### src/hdl/hrdc_pkg.sv
`default_nettype none

package hrdc_pkg;

    localparam int CHUNK_SIZE_BITS_DEF = 32;

    localparam int WIN_LEN  = 26;
    localparam int WIN_BITS = WIN_LEN * 8;

    localparam logic [63:0]         TAG11        = "HTTP/1.1";
    localparam logic [63:0]         TAG10        = "HTTP/1.0";
    localparam logic [WIN_BITS-1:0] CHUNK_PHRASE = "Transfer-Encoding: chunked";
    localparam logic [31:0]         END_MARK     = 32'h0D0A_0D0A;
    localparam logic [15:0]         CRLF         = 16'h0D0A;
    localparam logic [7:0]          CHAR_CR      = 8'h0D;
    localparam logic [7:0]          CHAR_LF      = 8'h0A;

    localparam logic [13:0] STATUS_MAX = 14'd9999;

    localparam logic [1:0] KIND_BODY    = 2'd0;
    localparam logic [1:0] KIND_SUMMARY = 2'd1;
    localparam logic [1:0] KIND_END     = 2'd2;

    localparam logic [1:0] VER_10   = 2'd0;
    localparam logic [1:0] VER_11   = 2'd1;
    localparam logic [1:0] VER_NONE = 2'd2;

    localparam logic [2:0] PH_HEADER = 3'd0;
    localparam logic [2:0] PH_STATUS = 3'd1;
    localparam logic [2:0] PH_PLAIN  = 3'd2;
    localparam logic [2:0] PH_SIZE   = 3'd3;
    localparam logic [2:0] PH_DATA   = 3'd4;
    localparam logic [2:0] PH_SKIP   = 3'd5;
    localparam logic [2:0] PH_DONE   = 3'd6;

    localparam int FIFO_DEPTH = 4;
    localparam int FIFO_AW    = $clog2(FIFO_DEPTH);

    typedef struct packed {
        logic [1:0]  kind;
        logic [7:0]  body;
        logic [13:0] status;
        logic [1:0]  ver;
        logic        chk;
        logic        last;
    } t_result;

    typedef struct packed {
        logic [1:0] cnt;
        t_result    e0;
        t_result    e1;
    } t_push;

    // bit 4 set when the byte is a hex digit, low nibble its value
    function automatic logic [4:0] hex_decode(input logic [7:0] b);
        logic [4:0] r;
        r = 5'd0;
        if (b >= "0" && b <= "9") begin
            r = {1'b1, 4'(b - 8'h30)};
        end else if (b >= "a" && b <= "f") begin
            r = {1'b1, 4'(b - 8'h57)};
        end else if (b >= "A" && b <= "F") begin
            r = {1'b1, 4'(b - 8'h37)};
        end
        return r;
    endfunction

endpackage

`default_nettype wire

### src/hdl/http_response_dechunker.sv
// HTTP response dechunker: takes the raw response one byte per word and, when the
// header's blank line arrives, emits one summary word (status code, version,
// chunked flag), then the body bytes, undone from chunked encoding where the
// header announced it. A byte marked last adds an end word, preceded by a summary
// when the header never finished, and returns the block to its reset state. One
// byte is taken every cycle while the queue has room; each byte is worked
// combinationally against the 26-byte header window and the size counters, and
// its results, if any, enter a four-entry result queue that registers them and
// presents the oldest. The input stalls only when fewer than two queue entries
// are free, so with the output always ready the rate is one byte per cycle; a run
// of bytes that each give two results, such as back-to-back bytes marked last,
// outruns the one-word-per-cycle output, which then stalls the input.
`default_nettype none

module http_response_dechunker
    import hrdc_pkg::*;
#(
    parameter int CHUNK_SIZE_BITS = CHUNK_SIZE_BITS_DEF
) (
    input  wire logic        i_clk,
    input  wire logic        i_rst_n,
    input  wire logic        i_s_tvalid,
    output logic             o_s_tready,
    input  wire logic [7:0]  i_s_tdata,   // [7:0] stream_byte
    input  wire logic        i_s_tlast,   // end_of_stream
    output logic             o_m_tvalid,
    input  wire logic        i_m_tready,
    output logic [31:0]      o_m_tdata,   // [7:0] body_byte, [21:8] status_code,
                                          // [23:22] http_version, [24] is_chunked
    output logic [1:0]       o_m_tuser,   // [1:0] result_kind
    output logic             o_m_tlast    // run_last
);

    localparam int W = CHUNK_SIZE_BITS;

    logic [2:0]          r_phase,    n_phase;
    logic [WIN_BITS-1:0] r_win,      n_win;
    logic [13:0]         r_status,   n_status;
    logic [1:0]          r_ver,      n_ver;
    logic                r_chk,      n_chk;
    logic [W-1:0]        r_size,     n_size;
    logic                r_closed,   n_closed;
    logic [1:0]          r_line_len, n_line_len;
    logic [W-1:0]        r_remain,   n_remain;
    logic [1:0]          r_skip,     n_skip;

    logic                w_acc;
    logic [7:0]          w_b;
    logic [WIN_BITS-1:0] w_push;
    logic [17:0]         w_stat10;
    logic [4:0]          w_hex;
    logic                w_prev_cr;
    logic                w_pa;
    logic                w_pe;
    t_result             w_ra;
    t_result             w_rsum;
    t_result             w_rend;
    t_push               w_push_q;
    t_result             w_head;
    logic                w_room;

    assign w_b       = i_s_tdata;
    assign w_acc     = i_s_tvalid && o_s_tready;
    assign o_s_tready = w_room && i_rst_n;
    assign w_push    = {r_win[WIN_BITS-9:0], w_b};
    assign w_stat10  = {1'b0, r_status, 3'b000} + {3'b000, r_status, 1'b0}
                     + {14'd0, 4'(w_b - 8'h30)};
    assign w_hex     = hex_decode(w_b);
    assign w_prev_cr = (r_line_len != 2'd0) && (r_win[7:0] == CHAR_CR);

    always_comb begin
        n_phase    = r_phase;
        n_win      = r_win;
        n_status   = r_status;
        n_ver      = r_ver;
        n_chk      = r_chk;
        n_size     = r_size;
        n_closed   = r_closed;
        n_line_len = r_line_len;
        n_remain   = r_remain;
        n_skip     = r_skip;
        w_pa       = 1'b0;
        w_ra       = '0;

        unique case (r_phase)
            PH_HEADER: begin
                n_win = w_push;
                priority if (r_ver == VER_NONE && w_push[63:0] == TAG11) begin
                    n_ver    = VER_11;
                    n_status = '0;
                    n_phase  = PH_STATUS;
                end else if (r_ver == VER_NONE && w_push[63:0] == TAG10) begin
                    n_ver    = VER_10;
                    n_status = '0;
                    n_phase  = PH_STATUS;
                end else if (!r_chk && w_push == CHUNK_PHRASE) begin
                    n_chk = 1'b1;
                end else if (w_push[31:0] == END_MARK) begin
                    w_pa        = 1'b1;
                    w_ra.kind   = KIND_SUMMARY;
                    w_ra.status = r_status;
                    w_ra.ver    = r_ver;
                    w_ra.chk    = r_chk;
                    if (r_chk) begin
                        n_phase    = PH_SIZE;
                        n_size     = '0;
                        n_closed   = 1'b0;
                        n_line_len = 2'd0;
                    end else begin
                        n_phase = PH_PLAIN;
                    end
                end
            end
            PH_STATUS: begin
                n_win = w_push;
                priority if (w_b >= "0" && w_b <= "9") begin
                    n_status = (w_stat10 > {4'd0, STATUS_MAX}) ? STATUS_MAX
                                                               : w_stat10[13:0];
                end else if (w_push[15:0] == CRLF) begin
                    n_phase = PH_HEADER;
                end
            end
            PH_PLAIN: begin
                w_pa      = 1'b1;
                w_ra.kind = KIND_BODY;
                w_ra.body = w_b;
            end
            PH_SIZE: begin
                if (w_b == CHAR_LF && w_prev_cr) begin
                    if (r_line_len >= 2'd2) begin
                        n_remain = r_size;
                        if (r_size == '0) begin
                            n_skip  = 2'd2;
                            n_phase = PH_SKIP;
                        end else begin
                            n_phase = PH_DATA;
                        end
                    end else begin
                        n_phase = PH_DONE;
                    end
                    n_size     = '0;
                    n_closed   = 1'b0;
                    n_line_len = 2'd0;
                end else begin
                    if (!r_closed) begin
                        if (!w_hex[4]) begin
                            n_closed = 1'b1;
                        end else if (r_size[W-1 -: 4] != 4'd0) begin
                            n_size = '1;
                        end else begin
                            n_size = {r_size[W-5:0], w_hex[3:0]};
                        end
                    end
                    n_win = w_push;
                    if (r_line_len != 2'd3) begin
                        n_line_len = r_line_len + 2'd1;
                    end
                end
            end
            PH_DATA: begin
                w_pa      = 1'b1;
                w_ra.kind = KIND_BODY;
                w_ra.body = w_b;
                if (r_remain != '0) begin
                    n_remain = r_remain - W'(1);
                end
                if (r_remain <= W'(1)) begin
                    n_skip  = 2'd2;
                    n_phase = PH_SKIP;
                end
            end
            PH_SKIP: begin
                if (r_skip != 2'd0) begin
                    n_skip = r_skip - 2'd1;
                end
                if (r_skip <= 2'd1) begin
                    n_phase = PH_SIZE;
                end
            end
            default: begin
            end
        endcase

        w_pe          = i_s_tlast && (n_phase == PH_HEADER || n_phase == PH_STATUS);
        w_rsum        = '0;
        w_rsum.kind   = KIND_SUMMARY;
        w_rsum.status = n_status;
        w_rsum.ver    = n_ver;
        w_rsum.chk    = n_chk;
        w_rend        = '0;
        w_rend.kind   = KIND_END;
        w_rend.last   = 1'b1;

        // order: phase result, late summary, end word
        w_push_q = '0;
        if (w_pa) begin
            w_push_q.e0 = w_ra;
            if (i_s_tlast) begin
                w_push_q.e1 = w_pe ? w_rsum : w_rend;
                w_push_q.cnt = 2'd2;
            end else begin
                w_push_q.e0.last = 1'b1;
                w_push_q.cnt     = 2'd1;
            end
        end else if (w_pe) begin
            w_push_q.e0  = w_rsum;
            w_push_q.e1  = w_rend;
            w_push_q.cnt = 2'd2;
        end else if (i_s_tlast) begin
            w_push_q.e0  = w_rend;
            w_push_q.cnt = 2'd1;
        end
        if (!w_acc) begin
            w_push_q.cnt = 2'd0;
        end

        if (i_s_tlast) begin
            n_phase    = PH_HEADER;
            n_win      = '0;
            n_status   = '0;
            n_ver      = VER_NONE;
            n_chk      = 1'b0;
            n_size     = '0;
            n_closed   = 1'b0;
            n_line_len = 2'd0;
            n_remain   = '0;
            n_skip     = 2'd0;
        end
    end

    always_ff @(posedge i_clk) begin
        if (!i_rst_n) begin
            r_phase    <= PH_HEADER;
            r_win      <= '0;
            r_status   <= '0;
            r_ver      <= VER_NONE;
            r_chk      <= 1'b0;
            r_size     <= '0;
            r_closed   <= 1'b0;
            r_line_len <= 2'd0;
            r_remain   <= '0;
            r_skip     <= 2'd0;
        end else if (w_acc) begin
            r_phase    <= n_phase;
            r_win      <= n_win;
            r_status   <= n_status;
            r_ver      <= n_ver;
            r_chk      <= n_chk;
            r_size     <= n_size;
            r_closed   <= n_closed;
            r_line_len <= n_line_len;
            r_remain   <= n_remain;
            r_skip     <= n_skip;
        end
    end

    hrdc_res_fifo u_fifo (
        .i_clk   (i_clk),
        .i_rst_n (i_rst_n),
        .i_push  (w_push_q),
        .o_room  (w_room),
        .o_valid (o_m_tvalid),
        .o_head  (w_head),
        .i_pop   (i_m_tready)
    );

    assign o_m_tdata = {7'd0, w_head.chk, w_head.ver, w_head.status, w_head.body};
    assign o_m_tuser = w_head.kind;
    assign o_m_tlast = w_head.last;

endmodule

`default_nettype wire

### src/hdl/hrdc_res_fifo.sv
`default_nettype none

module hrdc_res_fifo
    import hrdc_pkg::*;
(
    input  wire logic    i_clk,
    input  wire logic    i_rst_n,
    input  wire t_push   i_push,
    output logic         o_room,
    output logic         o_valid,
    output t_result      o_head,
    input  wire logic    i_pop
);

    t_result                r_mem [FIFO_DEPTH];
    logic [FIFO_AW-1:0]     r_wr;
    logic [FIFO_AW-1:0]     r_rd;
    logic [FIFO_AW:0]       r_cnt;
    logic [FIFO_AW-1:0]     w_wr1;
    logic                   w_pop;

    assign w_pop   = i_pop && (r_cnt != '0);
    assign w_wr1   = r_wr + FIFO_AW'(1);
    assign o_valid = (r_cnt != '0);
    assign o_room  = (r_cnt <= (FIFO_AW+1)'(FIFO_DEPTH - 2));
    assign o_head  = r_mem[r_rd];

    always_ff @(posedge i_clk) begin
        if (i_push.cnt != 2'd0) begin
            r_mem[r_wr] <= i_push.e0;
        end
        if (i_push.cnt == 2'd2) begin
            r_mem[w_wr1] <= i_push.e1;
        end
    end

    always_ff @(posedge i_clk) begin
        if (!i_rst_n) begin
            r_wr  <= '0;
            r_rd  <= '0;
            r_cnt <= '0;
        end else begin
            r_wr  <= r_wr + FIFO_AW'(i_push.cnt);
            r_rd  <= r_rd + FIFO_AW'(w_pop);
            r_cnt <= r_cnt + (FIFO_AW+1)'(i_push.cnt) - (FIFO_AW+1)'(w_pop);
        end
    end

endmodule

`default_nettype wire

### config.mk
export PLATFORM = sky130hd
export DESIGN_NAME = http_response_dechunker
export DESIGN_NICKNAME = d
export VERILOG_FILES = /design/src/hdl/hrdc_pkg.sv /design/src/hdl/http_response_dechunker.sv /design/src/hdl/hrdc_res_fifo.sv
export SDC_FILE = /design/constraint.sdc
export NUM_CORES = 1
export LEC_CHECK = 0
export ABC_AREA = 1
export CAP_MARGIN = 10
export CORE_AREA = 2 2 194 177
export CTS_CLUSTER_SIZE = 16
export DETAILED_ROUTE_END_ITERATION = 16
export DIE_AREA = 0 0 196 179
export DONT_BUFFER_PORTS = 1
export PLACE_DENSITY = 0.74
export SLEW_MARGIN = 25
export SYNTH_ARGS = -nofsm -noshare
export SYNTH_HDL_FRONTEND = slang
export SYNTH_SLANG_ARGS = --single-unit
export TNS_END_PERCENT = 1
### constraint.sdc
create_clock -name i_clk -period 5.2 [get_ports i_clk]
set_clock_uncertainty 0.05 [all_clocks]
set_input_delay 0.78 -clock i_clk [delete_from_list [all_inputs] [get_ports i_clk]]
set_output_delay 0.78 -clock i_clk [all_outputs]
set_load 0.05 [all_outputs]
# After elaboration in Yosys (flattened, before gate mapping)
# Memories as Yosys holds them, arrays and structs flattened. A register that Yosys moved wholly into a read port is not among the register bits.
# Index checks and enable logic that the tools add are counted.
[op_classes]
eq_ne = 31
order_cmp = 11
n_reduce_logical = 35
addsub = 13
muxes = 107
[ops]
columns = ["op", "count"]
rows = [
  ["32-bit two-way mux", 14],
  ["200-bit two-way mux", 2],
  ["200-bit case mux with 2 select lines", 1],
  ["208-bit by 207-bit equality test with 1-bit output (second input constant)", 1],
  ["64-bit by 63-bit equality test with 1-bit output (second input constant)", 2],
  ["32-bit case mux with 2 select lines", 2],
  ["17-bit two-way mux", 5],
  ["28-bit two-way mux", 3],
  ["14-bit two-way mux", 5],
  ["58-bit two-way mux", 1],
  ["2-bit two-way mux", 22],
  ["3-bit inequality test (second input constant)", 12],
  ["3-bit two-way mux", 11],
  ["32-bit by 28-bit equality test with 1-bit output (second input constant)", 1],
  ["32-bit by 1-bit <= comparator with 1-bit output (second input constant)", 1],
  ["32-bit logical NOT", 1],
  ["32-bit nonzero test", 1],
  ["32-bit by 1-bit subtractor with 32-bit output (second input constant)", 1],
  ["30-bit two-way mux", 1],
  ["1-bit two-way mux", 29],
  ["29-bit two-way mux", 1],
  ["14-bit case mux with 2 select lines", 1],
  ["17-bit by 15-bit adder with 18-bit output", 1],
  ["18-bit by 4-bit adder with 18-bit output", 1],
  ["other kinds (43)", 77],
]
[totals]
out_inout_bits = 37
ramBits = 112
word_cells = 211
ff_bits = 296
memories = 1
[mem_list]
columns = ["memory", "depth", "width", "rd", "rd_ports_with_merged_regs", "wr", "line_no", "rtl"]
rows = [
  ["u_fifo.r_mem", 4, 28, 1, 1, 2, "hrdc_res_fifo.sv:15", "t_result r_mem [FIFO_DEPTH];"],
]

# Longest topological paths before layout
[logic_depth]
depth_word = 16
depth_mapped = 23

# By module
# A second synthesis with hierarchy kept.
[unflattened]
hier_cells = 2902
area_unflattened_um2 = 21511.9
[modules_own_cells]
columns = ["module", "cells_per_inst", "area_each_um2", "instances"]
rows = [
  ["http_response_dechunker", 2297, 15546.2, 1],
  ["hrdc_res_fifo", 605, 5965.7, 1],
]

# Least setup slack after synthesis
# OpenSTA, ideal clock, no wires.
[synth_path]
path_kind = "input port to flip-flop"
start = "in i_rst_n"
end = "mem u_fifo.r_mem[0][0] (netlist bit) (enable)"
setup_ns = 0.377
t_arrival_ns = 3.096
path_buffers = 1
setup_slack_ns = 1.678
path_stages = 9
required_ns = 4.773
path_cell_list = "inv_2 a211oi_2 nand2_1 clkinv_1 o21ai_4 inv_6 nand2_4 clkbuf_1 nand2_1"
[synth_lines]
columns = ["item", "line_no", "rtl"]
rows = [
  ["from (decl)", "http_response_dechunker.sv:21", "input wire logic i_rst_n,"],
  ["to (decl)", "hrdc_res_fifo.sv:15", ""],
]

# Worst setup path after layout
[layout_path]
start = "reg r_phase[2]"
end = "reg u_fifo.r_cnt[2]"
[layout_via]
elab_chain_cells = 13
elab_cells_between_ends = 27
cone_classes = "add/sub (2); eq/ne (6); mux (14); reduce/logical (5)"
[layout_lines]
columns = ["item", "line_no", "rtl"]
rows = [
  ["from (decl)", "http_response_dechunker.sv:36", "logic [2:0] r_phase, n_phase;"],
  ["from (signal assigned)", "http_response_dechunker.sv:244", "r_phase <= n_phase;"],
  ["3-bit two-way mux", "http_response_dechunker.sv:98", "end else if (w_push[31:0] == END_MARK) begin"],
  ["3-bit two-way mux", "http_response_dechunker.sv:96", "end else if (!r_chk && w_push == CHUNK_PHRASE) begin"],
  ["3-bit two-way mux", "http_response_dechunker.sv:92", "end else if (r_ver == VER_NONE && w_push[63:0] == TAG10) begin"],
  ["3-bit two-way mux", "http_response_dechunker.sv:88", "priority if (r_ver == VER_NONE && w_push[63:0] == TAG11) begin"],
  ["3-bit case mux with 5 select lines", "http_response_dechunker.sv:85", "unique case (r_phase)"],
  ["3-bit by 1-bit equality test with 1-bit output or 3-bit logical NOT (tied branches)", "http_response_dechunker.sv:184", "w_pe = i_s_tlast && (n_phase == PH_HEADER || n_phase == PH_STATUS);"],
  ["1-bit logical OR", "http_response_dechunker.sv:184", ""],
  ["1-bit logical AND", "http_response_dechunker.sv:184", ""],
  ["30-bit two-way mux", "http_response_dechunker.sv:205", "end else if (w_pe) begin"],
  ["58-bit two-way mux *", "http_response_dechunker.sv:196", "if (w_pa) begin"],
  ["2-bit two-way mux *", "http_response_dechunker.sv:213", "if (!w_acc) begin"],
  ["3-bit by 2-bit adder with 3-bit output *", "hrdc_res_fifo.sv:45", "r_cnt <= r_cnt + (FIFO_AW+1)'(i_push.cnt) - (FIFO_AW+1)'(w_pop);"],
  ["3-bit by 1-bit subtractor with 3-bit output *", "hrdc_res_fifo.sv:45", ""],
  ["to (signal assigned)", "hrdc_res_fifo.sv:45", ""],
  ["to (decl)", "hrdc_res_fifo.sv:18", "logic [FIFO_AW:0] r_cnt;"],
]
# Mark *: on every way between the ends. The rest lies on a longest branch, timed or not.
# A chain may end at the register's enable or synchronous reset.

==> results.json <==
{
  "wire_per_inst_microns": 16.2,
  "io_pins": 50,
  "worst_path_max_delay_cell": "buf_4",
  "cp_max_fo": 44,
  "worst-r2r-setup-slack_ps": 1350,
  "syn_inst": 2562,
  "wl_mm": 48.0,
  "netlist_area_sq_mm": 0.0199,
  "min_period_over_period_pct": 74.1,
  "clock_sink_count": 408,
  "run_status": "completed",
  "fmaxAchievable_ghz": 0.260,
  "post-route-min-period_ps": 3850,
  "via_per_inst": 5.82,
  "synthArstFlopShare_pct": 0,
  "kind_of_path_behind_the_tightest_hold_check": "in -> reg",
  "finalSetupViolations": 0,
  "detailedRoute.firstIterationViolations": 1727,
  "netlist.area_leader.share_pct": 33.1,
  "min_delay_path_depth": 2,
  "ant_nets": 0,
  "dp_slack_ps": 1090,
  "routed-via-count": 17200,
  "synth_sequential_area_ratio_pct": 45.2,
  "start_util_pct": 59.6,
  "route.detailed.drc": 0,
  "layout-area-overhead-vs-synth_pct": 7.55,
  "chip_width_microns": 196,
  "hold_end": "u_fifo.r_wr[0]$_SDFF_PN0_",
  "vias_in_the_first_global_route": 15600,
  "post-synth-top-area-cell": "dfxtp_1",
  "global_route_wire_length_before_repair_mm": 78.3,
  "power.static_leakage_nw": 8.16,
  "placeableCoreArea_sq_mm": 0.0333,
  "worstSkewPairLatency_ps": 530,
  "tritoncts_clock_tree": "built",
  "synth_edf_count": 80,
  "pwr_density_cell_mw_per_mm2": 356,
  "total_half_perimeter_wirelength_after_legalization_and_detailed_placement_mm": 31.7,
  "synth_cell_types": 56,
  "crit_start_category": "flop",
  "worst_pin_slew_ps": 1100,
  "worst_path_required_ps": 5570,
  "cell_types_with_the_largest_area_share_after_synthesis": "dfxtp_1, edfxtp_1, nor2_1",
  "timing.hold.worst.start": "i_rst_n",
  "layout_common_cells": "nor2_1, nand2_1, dfxtp_1",
  "port_buffers": 0,
  "fin_tns_setup_ps": 0,
  "cts_post_setup_buffers_inserted": 0,
  "htreeDepth": 2,
  "reg2reg_from": "r_phase[2]$_SDFFE_PN0P_",
  "layout_commonest_cell": "nor2_1",
  "crit_path_end_kind": "flop",
  "maxSlewViolCount": 0,
  "syn-mean-instance-area_sq_um": 7.75,
  "max-slew-margin-rel_pct": 28.0,
  "rows": 64,
  "synth_warnings": 0,
  "grt_util_all_layers_pct": 26.9,
  "cp_data_arrival_time_ps": 4220,
  "clk_pin_slew_ps": 60,
  "gp_routability_congestion": 1.01,
  "cts_root_buffer": "clkbuf_16",
  "grt_max_degree": 201,
  "cts_buffers": 42,
  "r2r_end": "u_fifo.r_cnt[2]$_SDFF_PN0_",
  "hold_viol": 0,
  "rsz0062_at_grt": "false",
  "antenna_violations_before_repair": 1,
  "cts.repair.resized": 0,
  "layout.filler_cells": 2876,
  "timing.critical_path.slowest_cell_delay_ps": 410,
  "antenna_cells_inserted": 0,
  "final_layout_size_suffix_gt1_share_pct": 6.70,
  "clk_path_buf_depth": 3,
  "sequence_of_cells_on_the_critical_path": "inv_1 > nor2_1 > inv_1 > nor2_2 > buf_4 > inv_2 > nand4_1 > nand2_1 > nand3_1 > nand3_1 > nand2_1 > nand2_1 > ha_1 > inv_1 > ha_1 > fa_1 > o21ai_0 > a21oi_1",
  "nets": 2550,
  "globalRouteOverflowTotal": 0,
  "drtPass1Iterations": 8,
  "dominantRegCellSynth": "dfxtp_1",
  "die_height_microns": 179,
  "setup_slack_ps": 1350,
  "postSynthRegisterBits": 408,
  "cts_hold_buffers_added": 0,
  "cap_violations": 0,
  "timing.reg2reg.worst_path_depth": 18,
  "vdd.ir_drop.worst_mv": 0.284,
  "worst_setup_path_class": "reg -> reg",
  "die-area_sq_mm": 0.0351
}
-- flip-flops by register name, summed over array words and instances (netlist names) --
signal and cells:
r_line_len 2, r_chk 1, r_size 32, u_fifo.r_wr 2
r_phase 3, r_remain 32, r_status 14, u_fifo.r_cnt 3
r_skip 2, u_fifo.r_mem 112, u_fifo.r_rd 2, r_win 200
r_closed 1, r_ver 2
-- synth_stat cells, types with 11 or more instances --
cell and count:
o21ai_1 22, buf_4 11, o22ai_1 55, o211ai_1 21
clkbuf_1 70, buf_6 12, buf_2 52, a21oi_1 127
xor2_1 12, ha_1 43, nand3_1 84, nand4_1 40
nor2_1 448, nor4_1 32, dfxtp_1 328, inv_1 256
a22oi_1 201, o21ai_0 109, edfxtp_1 80, nand2_1 425
nor3_1 22
-- worst max-delay path: cells and delay by family (launching register included) --
| family | cells | cell delay, ps |
|---|---|---|
| AND/OR/NAND/NOR | 8 | 1270 |
| buffers and inverters | 5 | 970 |
| adder cells (fa/ha/maj) | 3 | 840 |
| AO/OA/AOI/OAI | 2 | 220 |
| flip-flops | 1 | 370 |
-- stage by stage --
| step | instances | util [%] | instance area, sq um | total power [mW] | hold slack [ps] |
|---|---|---|---|---|---|
| after floorplan | 2568 | - | 19900 | 4.38 | 379 |
| after global placement | 2876 | 59.8 | 19900 | 4.60 | 391 |
| after detailed placement | 2876 | 59.8 | 19900 | 4.63 | 401 |
| after CTS | 2953 | 64.0 | 21300 | 7.62 | 278 |
| after global routing | 2953 | 64.1 | 21400 | 7.86 | 284 |
| final | 2953 | 64.1 | 21400 | 7.60 | 295 |
-- power breakdown --
group | total [mW] | switching (mW) | internal [mW]
Combinational | 1.28 | 1.04 | 0.246
Sequential | 3.29 | 0.0272 | 3.26
Clock | 3.03 | 1.22 | 1.81
-- area by class of cell --
| cell class | instances | area [sq um] | share of cell area [%] |
|---|---|---|---|
| multi-input cells | 1746 | 9220 | 43.2 |
| flip-flops and latches | 408 | 8970 | 42.0 |
| clock buffers | 61 | 1250 | 5.83 |
| inverters | 267 | 1020 | 4.76 |
| well taps | 429 | 537 | 2.51 |
| repair buffers | 26 | 215 | 1.01 |
| clock inverters | 16 | 156 | 0.732 |
-- kinds of logic after synthesis --
| group | count (synthesis) | synth area share, % |
|---|---|---|
| xor+xnor | 21 | 0.926 |
| buf+inv | 414 | 8.84 |
| compound gates | 561 | 18.0 |
| simple gates | 1111 | 24.1 |
| flops | 408 | 45.2 |
| other cells | 1 | 0.0189 |
| fa+ha+maj | 46 | 3.01 |
-- worst max path at each step --
stage	from	end	slack (ps)	depth (start not counted)
floorplan	i_rst_n	u_fifo.r_mem[0][0]$_DFFE_PP_	1680	9
global placement	i_s_tdata[0]	u_fifo.r_cnt[2]$_SDFF_PN0_	1340	17
detailed placement	i_s_tdata[0]	u_fifo.r_cnt[2]$_SDFF_PN0_	1090	17
CTS	u_fifo.r_rd[0]$_SDFF_PN0_	o_m_tdata[0]	1420	4
global route	r_phase[2]$_SDFFE_PN0P_	u_fifo.r_cnt[2]$_SDFF_PN0_	1000	18
finish	r_phase[2]$_SDFFE_PN0P_	u_fifo.r_cnt[2]$_SDFF_PN0_	1350	18
-- routing by layer --
metal / global-route usage, % / wire [microns]
met1: 37.5 / 21800
met2: 43.8 / 21900
met3: 4.76 / 3460
met4: 5.97 / 750
met5: 0 / 16
No activity file was read; power rests on OpenSTA's default activity.
